## src/hdl/ishc_pkg.sv

```systemverilog
// Shared constants, types and helpers for the interleaved SECDED codec.
// Used by the codec and the column accumulator; depends on nothing.
`default_nettype none

package ishc_pkg;

    localparam int WINDOW_WORDS = 16;
    localparam int WORD_BITS    = 16;

    // Width of the word fields on the ports.
    localparam int FIELD_W = 16;
    // Columns that can carry a one: bits of the port field above these are always zero.
    localparam int COL_W   = (WORD_BITS < FIELD_W) ? WORD_BITS : FIELD_W;
    localparam int POS_W   = $clog2(WINDOW_WORDS);
    localparam int CNT_W   = $clog2(WINDOW_WORDS + 1);
    localparam int OUT_W   = 3 * FIELD_W;

    // Positions 0, 1 and 2 carry parity, so data always starts at 3.
    localparam logic [POS_W-1:0] FIRST_DATA_POS = POS_W'(3);

    typedef enum logic {
        MODE_ENCODE = 1'b0,
        MODE_DECODE = 1'b1
    } t_mode;

    typedef struct packed {
        logic                 clr;
        logic                 absorb;
        logic [POS_W-1:0]     pos;
        logic [COL_W-1:0]     word;
    } t_acc_ctl;

    typedef struct packed {
        logic [COL_W-1:0][POS_W-1:0] syn;
        logic [COL_W-1:0]            par;
    } t_col_state;

    // Next data position after p: step once, skip a single parity position.
    function automatic logic [CNT_W-1:0] next_data_pos(input logic [POS_W-1:0] p);
        logic [CNT_W-1:0] n;
        n = CNT_W'(p) + 1'b1;
        if ((n & (n - 1'b1)) == '0) begin
            n = n + 1'b1;
        end
        return n;
    endfunction

    function automatic logic in_window(input logic [POS_W-1:0] s);
        return CNT_W'(s) < CNT_W'(WINDOW_WORDS);
    endfunction

endpackage

`default_nettype wire

```

## src/hdl/interleaved_secded_hamming_codec.sv

```systemverilog
// The first output beat is valid in S_EMIT, after S_PRIME, once a beat completes a window.
// Throughput: one input beat per cycle while loading (11 data words to encode, 16 to decode),
// the S_PRIME state for the first store read, then one output beat per cycle while
// m_axis_tready is high (16 coded words, or 11 data words); the store's single read port sets this.
// Reset: mode encode, empty window, syndromes and parity cleared; the store is not cleared.
`default_nettype none

module interleaved_secded_hamming_codec (
    input  wire logic                         i_clk,
    input  wire logic                         i_rst_n,
    input  wire logic                         i_cfg_wr_en,
    input  wire logic                         i_cfg_wr_data,   // mode
    input  wire logic                         s_axis_tvalid,
    output logic                              s_axis_tready,
    input  wire logic [ishc_pkg::FIELD_W-1:0] s_axis_tdata,    // word
    output logic                              m_axis_tvalid,
    input  wire logic                         m_axis_tready,
    // word_res [15:0], corrected_columns [31:16], uncorrectable_columns [47:32]
    output logic      [ishc_pkg::OUT_W-1:0]   m_axis_tdata,
    output logic                              m_axis_tlast     // last
);

    typedef enum logic [1:0] {
        S_LOAD,
        S_PRIME,
        S_EMIT
    } t_state;

    t_state                       r_state;
    ishc_pkg::t_mode              r_mode;
    logic [ishc_pkg::POS_W-1:0]   r_pos;

    logic                         w_in_fire;
    logic                         w_out_fire;
    logic [ishc_pkg::CNT_W-1:0]   w_load_next;
    logic [ishc_pkg::CNT_W-1:0]   w_emit_next;
    logic                         w_emit_last;
    logic [ishc_pkg::POS_W-1:0]   w_rd_addr;
    logic [ishc_pkg::COL_W-1:0]   w_rd_data;
    logic [ishc_pkg::POS_W-1:0]   w_load_start;
    ishc_pkg::t_acc_ctl           w_acc_ctl;
    ishc_pkg::t_col_state         w_cols;
    logic [ishc_pkg::COL_W-1:0]   w_word;
    logic [ishc_pkg::COL_W-1:0]   w_corr;
    logic [ishc_pkg::COL_W-1:0]   w_unc;
    logic [ishc_pkg::FIELD_W-1:0] w_word_x;
    logic [ishc_pkg::FIELD_W-1:0] w_corr_x;
    logic [ishc_pkg::FIELD_W-1:0] w_unc_x;

    assign s_axis_tready = (r_state == S_LOAD);
    assign m_axis_tvalid = (r_state == S_EMIT);
    assign w_in_fire     = s_axis_tvalid && s_axis_tready;
    assign w_out_fire    = m_axis_tvalid && m_axis_tready;

    assign w_load_start = (r_mode == ishc_pkg::MODE_ENCODE) ?
                          ishc_pkg::FIRST_DATA_POS : '0;

    always_comb begin
        if (r_mode == ishc_pkg::MODE_ENCODE) begin
            w_load_next = ishc_pkg::next_data_pos(r_pos);
            w_emit_next = ishc_pkg::CNT_W'(r_pos) + 1'b1;
        end else begin
            w_load_next = ishc_pkg::CNT_W'(r_pos) + 1'b1;
            w_emit_next = ishc_pkg::next_data_pos(r_pos);
        end
        w_emit_last = (w_emit_next >= ishc_pkg::CNT_W'(ishc_pkg::WINDOW_WORDS));
    end

    // Prefetch the next entry on an output beat so the read data stays aligned.
    assign w_rd_addr = w_out_fire ? w_emit_next[ishc_pkg::POS_W-1:0] : r_pos;

    always_ff @(posedge i_clk) begin
        if (!i_rst_n) begin
            r_state <= S_LOAD;
            r_mode  <= ishc_pkg::MODE_ENCODE;
            r_pos   <= ishc_pkg::FIRST_DATA_POS;
        end else if (i_cfg_wr_en) begin
            r_state <= S_LOAD;
            r_mode  <= ishc_pkg::t_mode'(i_cfg_wr_data);
            r_pos   <= (ishc_pkg::t_mode'(i_cfg_wr_data) == ishc_pkg::MODE_ENCODE) ?
                       ishc_pkg::FIRST_DATA_POS : '0;
        end else begin
            unique case (r_state)
                S_LOAD: begin
                    if (w_in_fire) begin
                        if (w_load_next >= ishc_pkg::CNT_W'(ishc_pkg::WINDOW_WORDS)) begin
                            r_state <= S_PRIME;
                            r_pos   <= (r_mode == ishc_pkg::MODE_ENCODE) ?
                                       '0 : ishc_pkg::FIRST_DATA_POS;
                        end else begin
                            r_pos <= w_load_next[ishc_pkg::POS_W-1:0];
                        end
                    end
                end
                S_PRIME: begin
                    r_state <= S_EMIT;
                end
                S_EMIT: begin
                    if (w_out_fire) begin
                        if (w_emit_last) begin
                            r_state <= S_LOAD;
                            r_pos   <= w_load_start;
                        end else begin
                            r_pos <= w_emit_next[ishc_pkg::POS_W-1:0];
                        end
                    end
                end
                default: begin
                    r_state <= S_LOAD;
                end
            endcase
        end
    end

    always_comb begin
        w_acc_ctl.clr    = i_cfg_wr_en || (w_out_fire && w_emit_last);
        w_acc_ctl.absorb = w_in_fire;
        w_acc_ctl.pos    = r_pos;
        w_acc_ctl.word   = s_axis_tdata[ishc_pkg::COL_W-1:0];
    end

    ishc_col_acc u_col_acc (
        .i_clk   (i_clk),
        .i_rst_n (i_rst_n),
        .i_ctl   (w_acc_ctl),
        .o_state (w_cols)
    );

    ishc_ram #(
        .DEPTH (ishc_pkg::WINDOW_WORDS),
        .WIDTH (ishc_pkg::COL_W)
    ) u_store (
        .i_clk     (i_clk),
        .i_wr_en   (w_in_fire),
        .i_wr_addr (r_pos),
        .i_wr_data (s_axis_tdata[ishc_pkg::COL_W-1:0]),
        .i_rd_addr (w_rd_addr),
        .o_rd_data (w_rd_data)
    );

    // Build the word at r_pos from the store and the column state.
    always_comb begin
        w_word = w_rd_data;
        w_corr = '0;
        w_unc  = '0;
        if (r_mode == ishc_pkg::MODE_ENCODE) begin
            for (int c = 0; c < ishc_pkg::COL_W; c++) begin
                if (r_pos == '0) begin
                    w_word[c] = w_cols.par[c] ^ (^w_cols.syn[c]);
                end else if ((r_pos & (r_pos - 1'b1)) == '0) begin
                    w_word[c] = |(w_cols.syn[c] & r_pos);
                end
            end
        end else begin
            for (int c = 0; c < ishc_pkg::COL_W; c++) begin
                if (w_cols.par[c]) begin
                    w_corr[c] = ishc_pkg::in_window(w_cols.syn[c]);
                    w_unc[c]  = !ishc_pkg::in_window(w_cols.syn[c]);
                    // flip the single bit in error at this position
                    w_word[c] = w_rd_data[c] ^ (w_cols.syn[c] == r_pos);
                end else begin
                    w_unc[c] = (w_cols.syn[c] != '0);
                end
            end
        end
    end

    always_comb begin
        w_word_x = '0;
        w_corr_x = '0;
        w_unc_x  = '0;
        w_word_x[ishc_pkg::COL_W-1:0] = w_word;
        w_corr_x[ishc_pkg::COL_W-1:0] = w_corr;
        w_unc_x[ishc_pkg::COL_W-1:0]  = w_unc;
    end

    assign m_axis_tdata = {w_unc_x, w_corr_x, w_word_x};
    assign m_axis_tlast = w_emit_last;

    a_no_load_while_emit: assert property (@(posedge i_clk) disable iff (!i_rst_n)
        !(w_in_fire && m_axis_tvalid))
        else $error("input beat accepted while window is being emitted");

    a_load_after_last: assert property (@(posedge i_clk) disable iff (!i_rst_n)
        (w_out_fire && m_axis_tlast && !i_cfg_wr_en) |=> (s_axis_tready && !m_axis_tvalid))
        else $error("block did not return to loading after last beat");

    a_flags_disjoint: assert property (@(posedge i_clk) disable iff (!i_rst_n)
        m_axis_tvalid |-> ((w_corr & w_unc) == '0))
        else $error("column flagged both corrected and uncorrectable");

    a_encode_no_flags: assert property (@(posedge i_clk) disable iff (!i_rst_n)
        (m_axis_tvalid && r_mode == ishc_pkg::MODE_ENCODE) |->
        (m_axis_tdata[ishc_pkg::OUT_W-1:ishc_pkg::FIELD_W] == '0))
        else $error("status flags set in encode mode");

endmodule

`default_nettype wire

```

## src/hdl/ishc_ram.sv

```systemverilog
// Generic single-write, single-read synchronous RAM with registered read data.
// Standalone; no package dependency.
`default_nettype none

module ishc_ram #(
    parameter int DEPTH = 16,
    parameter int WIDTH = 16
) (
    input  wire logic                     i_clk,
    input  wire logic                     i_wr_en,
    input  wire logic [$clog2(DEPTH)-1:0] i_wr_addr,
    input  wire logic [WIDTH-1:0]         i_wr_data,
    input  wire logic [$clog2(DEPTH)-1:0] i_rd_addr,
    output logic      [WIDTH-1:0]         o_rd_data
);

    logic [WIDTH-1:0] r_mem [DEPTH];

    always_ff @(posedge i_clk) begin
        if (i_wr_en) begin
            r_mem[i_wr_addr] <= i_wr_data;
        end
    end

    always_ff @(posedge i_clk) begin
        o_rd_data <= r_mem[i_rd_addr];
    end

endmodule

`default_nettype wire

```

## src/hdl/ishc_col_acc.sv

```systemverilog
// Per-column syndrome and overall parity accumulators for one window.
// Depends on ishc_pkg.
`default_nettype none

module ishc_col_acc (
    input  wire logic                  i_clk,
    input  wire logic                  i_rst_n,
    input  wire ishc_pkg::t_acc_ctl    i_ctl,
    output ishc_pkg::t_col_state       o_state
);

    ishc_pkg::t_col_state r_state;
    ishc_pkg::t_col_state n_state;

    always_comb begin
        n_state = r_state;
        if (i_ctl.clr) begin
            n_state = '0;
        end else if (i_ctl.absorb) begin
            n_state.par = r_state.par ^ i_ctl.word;
            for (int c = 0; c < ishc_pkg::COL_W; c++) begin
                if (i_ctl.word[c]) begin
                    n_state.syn[c] = r_state.syn[c] ^ i_ctl.pos;
                end
            end
        end
    end

    always_ff @(posedge i_clk) begin
        if (!i_rst_n) begin
            r_state <= '0;
        end else begin
            r_state <= n_state;
        end
    end

    assign o_state = r_state;

endmodule

`default_nettype wire

```

## config.mk

```make
export PLATFORM = sky130hd
export DESIGN_NAME = interleaved_secded_hamming_codec
export DESIGN_NICKNAME = d
export VERILOG_FILES = /design/src/hdl/ishc_pkg.sv /design/src/hdl/interleaved_secded_hamming_codec.sv /design/src/hdl/ishc_ram.sv /design/src/hdl/ishc_col_acc.sv
export SDC_FILE = /design/constraint.sdc
export NUM_CORES = 1
export LEC_CHECK = 0
export ABC_CLOCK_PERIOD_IN_PS = 3790
export BUFFER_PORTS_ARGS = -buffer_cell sky130_fd_sc_hd__buf_2
export CAP_MARGIN = 25
export CORE_MARGIN = 2
export CORE_UTILIZATION = 53
export DETAILED_ROUTE_END_ITERATION = 16
export PLACE_DENSITY = 0.66
export SLEW_MARGIN = 15
export SYNTH_ARGS = -nofsm -noshare
export SYNTH_HDL_FRONTEND = slang
export SYNTH_SLANG_ARGS = --single-unit
```

## constraint.sdc

```tcl
create_clock -name i_clk -period 3.79 [get_ports i_clk]
set_clock_uncertainty 0.1 [all_clocks]
set_input_delay 0.758 -clock i_clk [delete_from_list [all_inputs] [get_ports i_clk]]
set_output_delay 0.758 -clock i_clk [all_outputs]
set_load 0.005 [all_outputs]
```

After elaboration in Yosys (flattened, before gate mapping)
Memory sizes are Yosys's and may differ from the RTL's. A register that Yosys moved wholly into a read port is not among the register bits.
Index checks and enable logic that the tools add are counted.

operators by class
  add/subtract/negate cells = 4
  $lt $le $gt $ge = 2
  equality and inequality tests = 24
  multiplexer cells = 103
  bitwise operators = 68
  reduce and logical (&&, ||, !) cells = 77

operator list
  operator                                                  count
  2-to-1 mux 1 bit                                          82
  AND 4 bit                                                 17
  equality test 4 bit                                       16
  nonzero test 4 bit                                        16
  OR reduction 4 bit                                        16
  parity 4 bit                                              16
  bitwise XOR 4 bit                                         16
  2-to-1 mux 16 bit                                         3
  AND reduction 2 bit                                       16
  bitwise XOR 1 bit                                         32
  2-to-1 mux 4 bit                                          6
  bitwise XOR 16 bit                                        1
  2-to-1 mux 5 bit                                          3
  2-to-1 mux 2 bit                                          7
  greater-or-equal comparator 5 bit, second input constant  2
  zero test 4 bit                                           2
  != test 2 x 1 -> 1 bit, second input constant             4
  case mux 4 bit (2 select lines)                           1
  != test 3 x 2 -> 1 bit, second input constant             2
  case mux 2 bit (3 select lines)                           1
  adder 4 x 1 -> 5 bit, second input constant               1
  adder 5 x 1 -> 5 bit, second input constant               1
  AND 5 bit                                                 1
  zero test 5 bit                                           1
  12 further kinds                                          15

storage, ports and cells
  register bits after elaboration = 87
  memory bits (writable) = 256
  input port bits = 22
  output and inout bits = 51
  memories kept = 1

memories
  name           depth  width  rd ports  clocked after Yosys merged registers in  write ports  RTL line        RTL
  u_store.r_mem  16     16     1         1                                        1            ishc_ram.sv:17  logic [WIDTH-1:0] r_mem [DEPTH];

Longest topological paths before layout
  word-level depth = 11
  gate-level depth with buffers = 16

Hierarchy
A second synthesis with hierarchy kept.

second synthesis, totals
  cell total of the unflattened synthesis = 1,349
  area total of the unflattened synthesis = 17,894.7 sq um

by module, submodules not included
  module                            instances  cells each  area an instance (sq um)  sequential area each (sq um)
  ishc_ram                          1          432         10,043.4                  8,007.7
  ishc_col_acc                      1          434         4,224.1                   1,601.5
  interleaved_secded_hamming_codec  1          483         3,627.2                   140.1

Worst setup path after synthesis
No wires, ideal clock.

  path kind = flip-flop to flip-flop
  start point = reg r_pos[0] (netlist name)
  end point = reg u_store.o_rd_data[2] (read register of u_store.r_mem)
  arrival time = 3.072 ns
  data required time = 3.563 ns
  setup slack = 0.491 ns
  stages on the path, launching flop included = 15
  cell sequence = dfxtp_1 > buf_2 > inv_1 > ha_1 > buf_1 > nand2_1 > mux2_4 > o211ai_2 > nand2_2 > buf_4 > buf_2 > nand2_1 > nand3_1 > a32o_1 > or3_1

on the way
  cells in the longest elaborated chain, start to end = 7
  elaborated cells between the ends (all ways) = 8
  those cells by class = add/sub: 3; mux: 3; bitwise: 1; reduce/logical: 1

ends and longest elaborated chain
  element                    RTL line                                                RTL
  start: declaration         interleaved_secded_hamming_codec.sv:31                  logic [ishc_pkg::POS_W-1:0] r_pos;
  start signal: assignment   interleaved_secded_hamming_codec.sv:76                  r_pos <= ishc_pkg::FIRST_DATA_POS;
  start signal: assignment   interleaved_secded_hamming_codec.sv:80                  r_pos <= (ishc_pkg::t_mode'(i_cfg_wr_data) == ishc_pkg::MODE_ENCODE) ?
  start signal: assignment   interleaved_secded_hamming_codec.sv:88                  r_pos <= (r_mode == ishc_pkg::MODE_ENCODE) ?
  adder 4 x 1 -> 5 bit       ishc_pkg.sv:41, interleaved_secded_hamming_codec.sv:61
  subtractor 5 x 1 -> 5 bit  ishc_pkg.sv:42                                          if ((n & (n - 1'b1)) == '0) begin
  AND 5 bit                  ishc_pkg.sv:42
  zero test 5 bit            ishc_pkg.sv:42
  2-to-1 mux 5 bit           ishc_pkg.sv:42
  2-to-1 mux 5 bit           interleaved_secded_hamming_codec.sv:59                  if (r_mode == ishc_pkg::MODE_ENCODE) begin
  2-to-1 mux 4 bit (*)       interleaved_secded_hamming_codec.sv:70                  assign w_rd_addr = w_out_fire ? w_emit_next[ishc_pkg::POS_W-1:0] : r_pos;
  end: declaration           ishc_ram.sv:14                                          output logic [WIDTH-1:0] o_rd_data

Every way passes the cells marked *; elsewhere a longest branch is shown, timed or not.
A chain may end at the register's enable or synchronous reset.

Worst setup path after layout
  start point = reg r_pos[2] (netlist name)
  end point = out m_axis_tdata[11] (netlist name)

on the way
  cells in the longest elaborated chain, start to end = 6
  elaborated cells between the ends (all ways) = 12
  those cells by class = add/sub: 1; eq/ne: 1; mux: 4; bitwise: 3; reduce/logical: 3

ends and longest elaborated chain
  element                    RTL line                                 RTL
  subtractor 4 x 1 -> 4 bit  interleaved_secded_hamming_codec.sv:150  end else if ((r_pos & (r_pos - 1'b1)) == '0) begin
  AND 4 bit                  interleaved_secded_hamming_codec.sv:150
  zero test 4 bit            interleaved_secded_hamming_codec.sv:150
  2-to-1 mux 1 bit           interleaved_secded_hamming_codec.sv:150
  2-to-1 mux 1 bit           interleaved_secded_hamming_codec.sv:148  if (r_pos == '0) begin
  2-to-1 mux 16 bit (*)      interleaved_secded_hamming_codec.sv:146  if (r_mode == ishc_pkg::MODE_ENCODE) begin
  end: declaration           interleaved_secded_hamming_codec.sv:19   output logic [ishc_pkg::OUT_W-1:0] m_axis_tdata,

Marks and branches as above.

==> impl_metrics.json <==
{
  "drt_iter0_markers": 942,
  "worstPathArrival_ns": 2.70,
  "layout-drive-gt1-share": 0.116,
  "setup_violations": 0,
  "syn_area_um2": 16900,
  "htree_levels": 2,
  "cpMaxStageDelayCell": "dfxtp_2",
  "yosys.cell_count.top_type": "edfxtp_1",
  "ant_nets": 0,
  "crit_chain": "buf_4 > ha_1 > nor4_1 > nand2_1 > xor2_1 > a21oi_1 > buf_2",
  "reg2reg_slack_ns": 0.41,
  "port_buffers": 72,
  "clkTransAtPathRegs_ns": 0.06,
  "min_period_over_period": 0.938,
  "first_global_vias": 11200,
  "max_stage_delay_ns": 0.62,
  "critPathKind": "register to primary output",
  "hold_buffers": 0,
  "regArea_um2": 9750,
  "cts-buffers-inserted": 39,
  "yosysTopAreaCellShare": 0.454,
  "finalMaxSlewViolations": 0,
  "syn_avg_cell_area_um2": 10.8,
  "die_x_um": 183,
  "wl_um": 41200,
  "synth_top_family_by_area": "simple AND/OR/NAND/NOR gates",
  "fillCellCount": 2595,
  "synthTopCellsByCount": "edfxtp_1 (256), nand2_1 (241), nor2_1 (178), dfxtp_1 (103), ha_1 (102)",
  "finish.utilization": 0.603,
  "overflow": 0,
  "cts_num_sinks": 359,
  "grt_first_pass_wirelength_um": 63800,
  "place_hpwl_um": 25700,
  "tns_ns": 0,
  "synth-xor-area-share": 0.0382,
  "max-cap-violations": 0,
  "worstMarginPinSlew_ns": 0.715,
  "start_util": 0.538,
  "cp_top_family": "flip-flops",
  "cts_tree": "built",
  "dp.cells": 1993,
  "clockBufferDepth": 3,
  "pin_count": 73,
  "antenna_found_initial": 1,
  "power.density_nw_per_um2": 492,
  "min_period_ns": 3.55,
  "hold_viol": 0,
  "multi_input_area_um2": 6460,
  "synth_area_leaders": "edfxtp_1 (45%), dfxtp_1 (12%), ha_1 (7.5%)",
  "synth_compound_area_frac": 0.0910,
  "wl_per_cell_um": 19.9,
  "die_h_um": 183,
  "place_congestion": 0.833,
  "core_area_um2": 31500,
  "startpoint_type": "register",
  "syn_nets": 1691,
  "grt_max_degree": 58,
  "outcome": "completed",
  "yosys.area.top_type": "edfxtp_1",
  "clk_latency_ns": 0.53,
  "finalNetCount": 1756,
  "num_vias": 11900,
  "fmax_mhz": 281,
  "synthSimpleGateAreaFrac": 0.170,
  "syn_to_final_growth_pct": 12.2,
  "grt_util_all_layers": 0.249,
  "synthMuxAreaShare": 0.00532,
  "synth_warnings": 0,
  "rsz0062_at_grt": "false",
  "hold_class": "primary input to register",
  "synth_edf_count": 256,
  "ys.flop_type": "edfxtp_1",
  "syn_inst": 1567,
  "crit_buf_inv": 2,
  "ys_ff_latch": 359,
  "cp_max_fo": 20,
  "drc": 0,
  "dieArea_um2": 33400,
  "irDropWorstVdd_mv": 0.279,
  "p_leak_uw": 0.00713,
  "first_pass_iters": 5,
  "synth_cell_type_count": 55,
  "crit_required_ns": 2.93,
  "stdcell_count": 2065,
  "post_drt_via_cell_ratio": 5.77,
  "synth-adder-area-share": 0.0754,
  "row_count": 65,
  "root_buffer": "clkbuf_16",
  "max_slew_margin": 0.522,
  "yosysSeqAreaShare": 0.576,
  "synthArstFlopShare": 0,
  "cp-end-kind": "primary output"
}
## worst paths after layout
kind / startpoint / depth (start not counted) / endpoint
worst max-delay path: r_pos[2]$_SDFFE_PN0P_ / 7 / m_axis_tdata[11]
worst max register to register: r_pos[1]$_SDFFE_PN1P_ / 11 / u_store.o_rd_data[5]$_DFF_P_
worst min register to register: u_col_acc.o_state[13]$_SDFFE_PP0P_ / 2 / u_col_acc.o_state[13]$_SDFFE_PP0P_
worst min-delay path: i_rst_n / 2 / r_pos[1]$_SDFFE_PN1P_
## layout by cell type (no fill, tap or decap), types with 33 or more instances in the layout
master,n
a211oi_1,58
a21oi_1,95
and3_1,52
buf_2,72
buf_4,38
clkbuf_16,40
dfxtp_1,101
edfxtp_1,256
ha_1,102
inv_1,67
nand2_1,241
nand3_1,55
nor2_1,176
nor4_1,33
xnor2_1,62
## cell type report
| cell class | instances | share of cell area |
|---|---|---|
| clock buffer | 54 | 0.0571 |
| multi-input combinational | 1046 | 0.340 |
| inverter | 68 | 0.0134 |
| clock inverter | 17 | 0.00784 |
| antenna | 1 | 0.000132 |
| tap | 402 | 0.0265 |
| timing repair buffer | 118 | 0.0411 |
| sequential | 359 | 0.514 |
## metrics by stage
| step | power (µW) | setup slack [ns] | hold slack, ns | instance area (µm²) |
|---|---|---|---|---|
| 2_1_floorplan | 5340 | 0.491 | 0.451 | 16900 |
| 5_1_grt | 9730 | 0.0600 | 0.362 | 19000 |
| 4_1_cts | 9410 | 0.161 | 0.355 | 19000 |
| 6_report | 9340 | 0.237 | 0.367 | 19000 |
| 3_5_place_dp | 5780 | 0.466 | 0.479 | 17700 |
| 3_3_place_gp | 5750 | 0.504 | 0.472 | 17700 |
## per-layer routing
metal | vias up | part of all wire | GRT usage
li1 | 5699 | - | -
met1 | 5794 | 0.45 | 0.345
met2 | 346 | 0.47 | 0.410
met3 | 67 | 0.065 | 0.0411
met4 | 0 | 0.020 | 0.0619
met5 | - | 0 | 0
## where the power goes
part	total, µW	internal (µW)	switching (µW)
registers	4440	4320	115
logic	1260	492	768
clock network	3640	2140	1500
total	9340	6950	2390
## registers in the layout (all words and copies together), names as in the netlist
signal             count
u_col_acc.o_state     80
r_state                2
u_store.o_rd_data     16
r_pos                  4
r_mode                 1
u_store.r_mem        256
## logic make-up (layout without fill, tap and decap cells)
family	Yosys count	count (layout)
XOR/XNOR	72	72
multiplexers	6	6
other	0	1
adder cells (fa/ha/maj)	102	102
flip-flops	359	359
AO/OA/AOI/OAI	229	229
buffers and inverters	162	257
AND/OR/NAND/NOR	637	637
## what timing repair did
item	4_1_cts	5_1_grt
setup endpoints to repair	0	7
gates resized for setup	0	2
buffers inserted	0	0
Note: power is estimated with default switching activity, not from simulation.
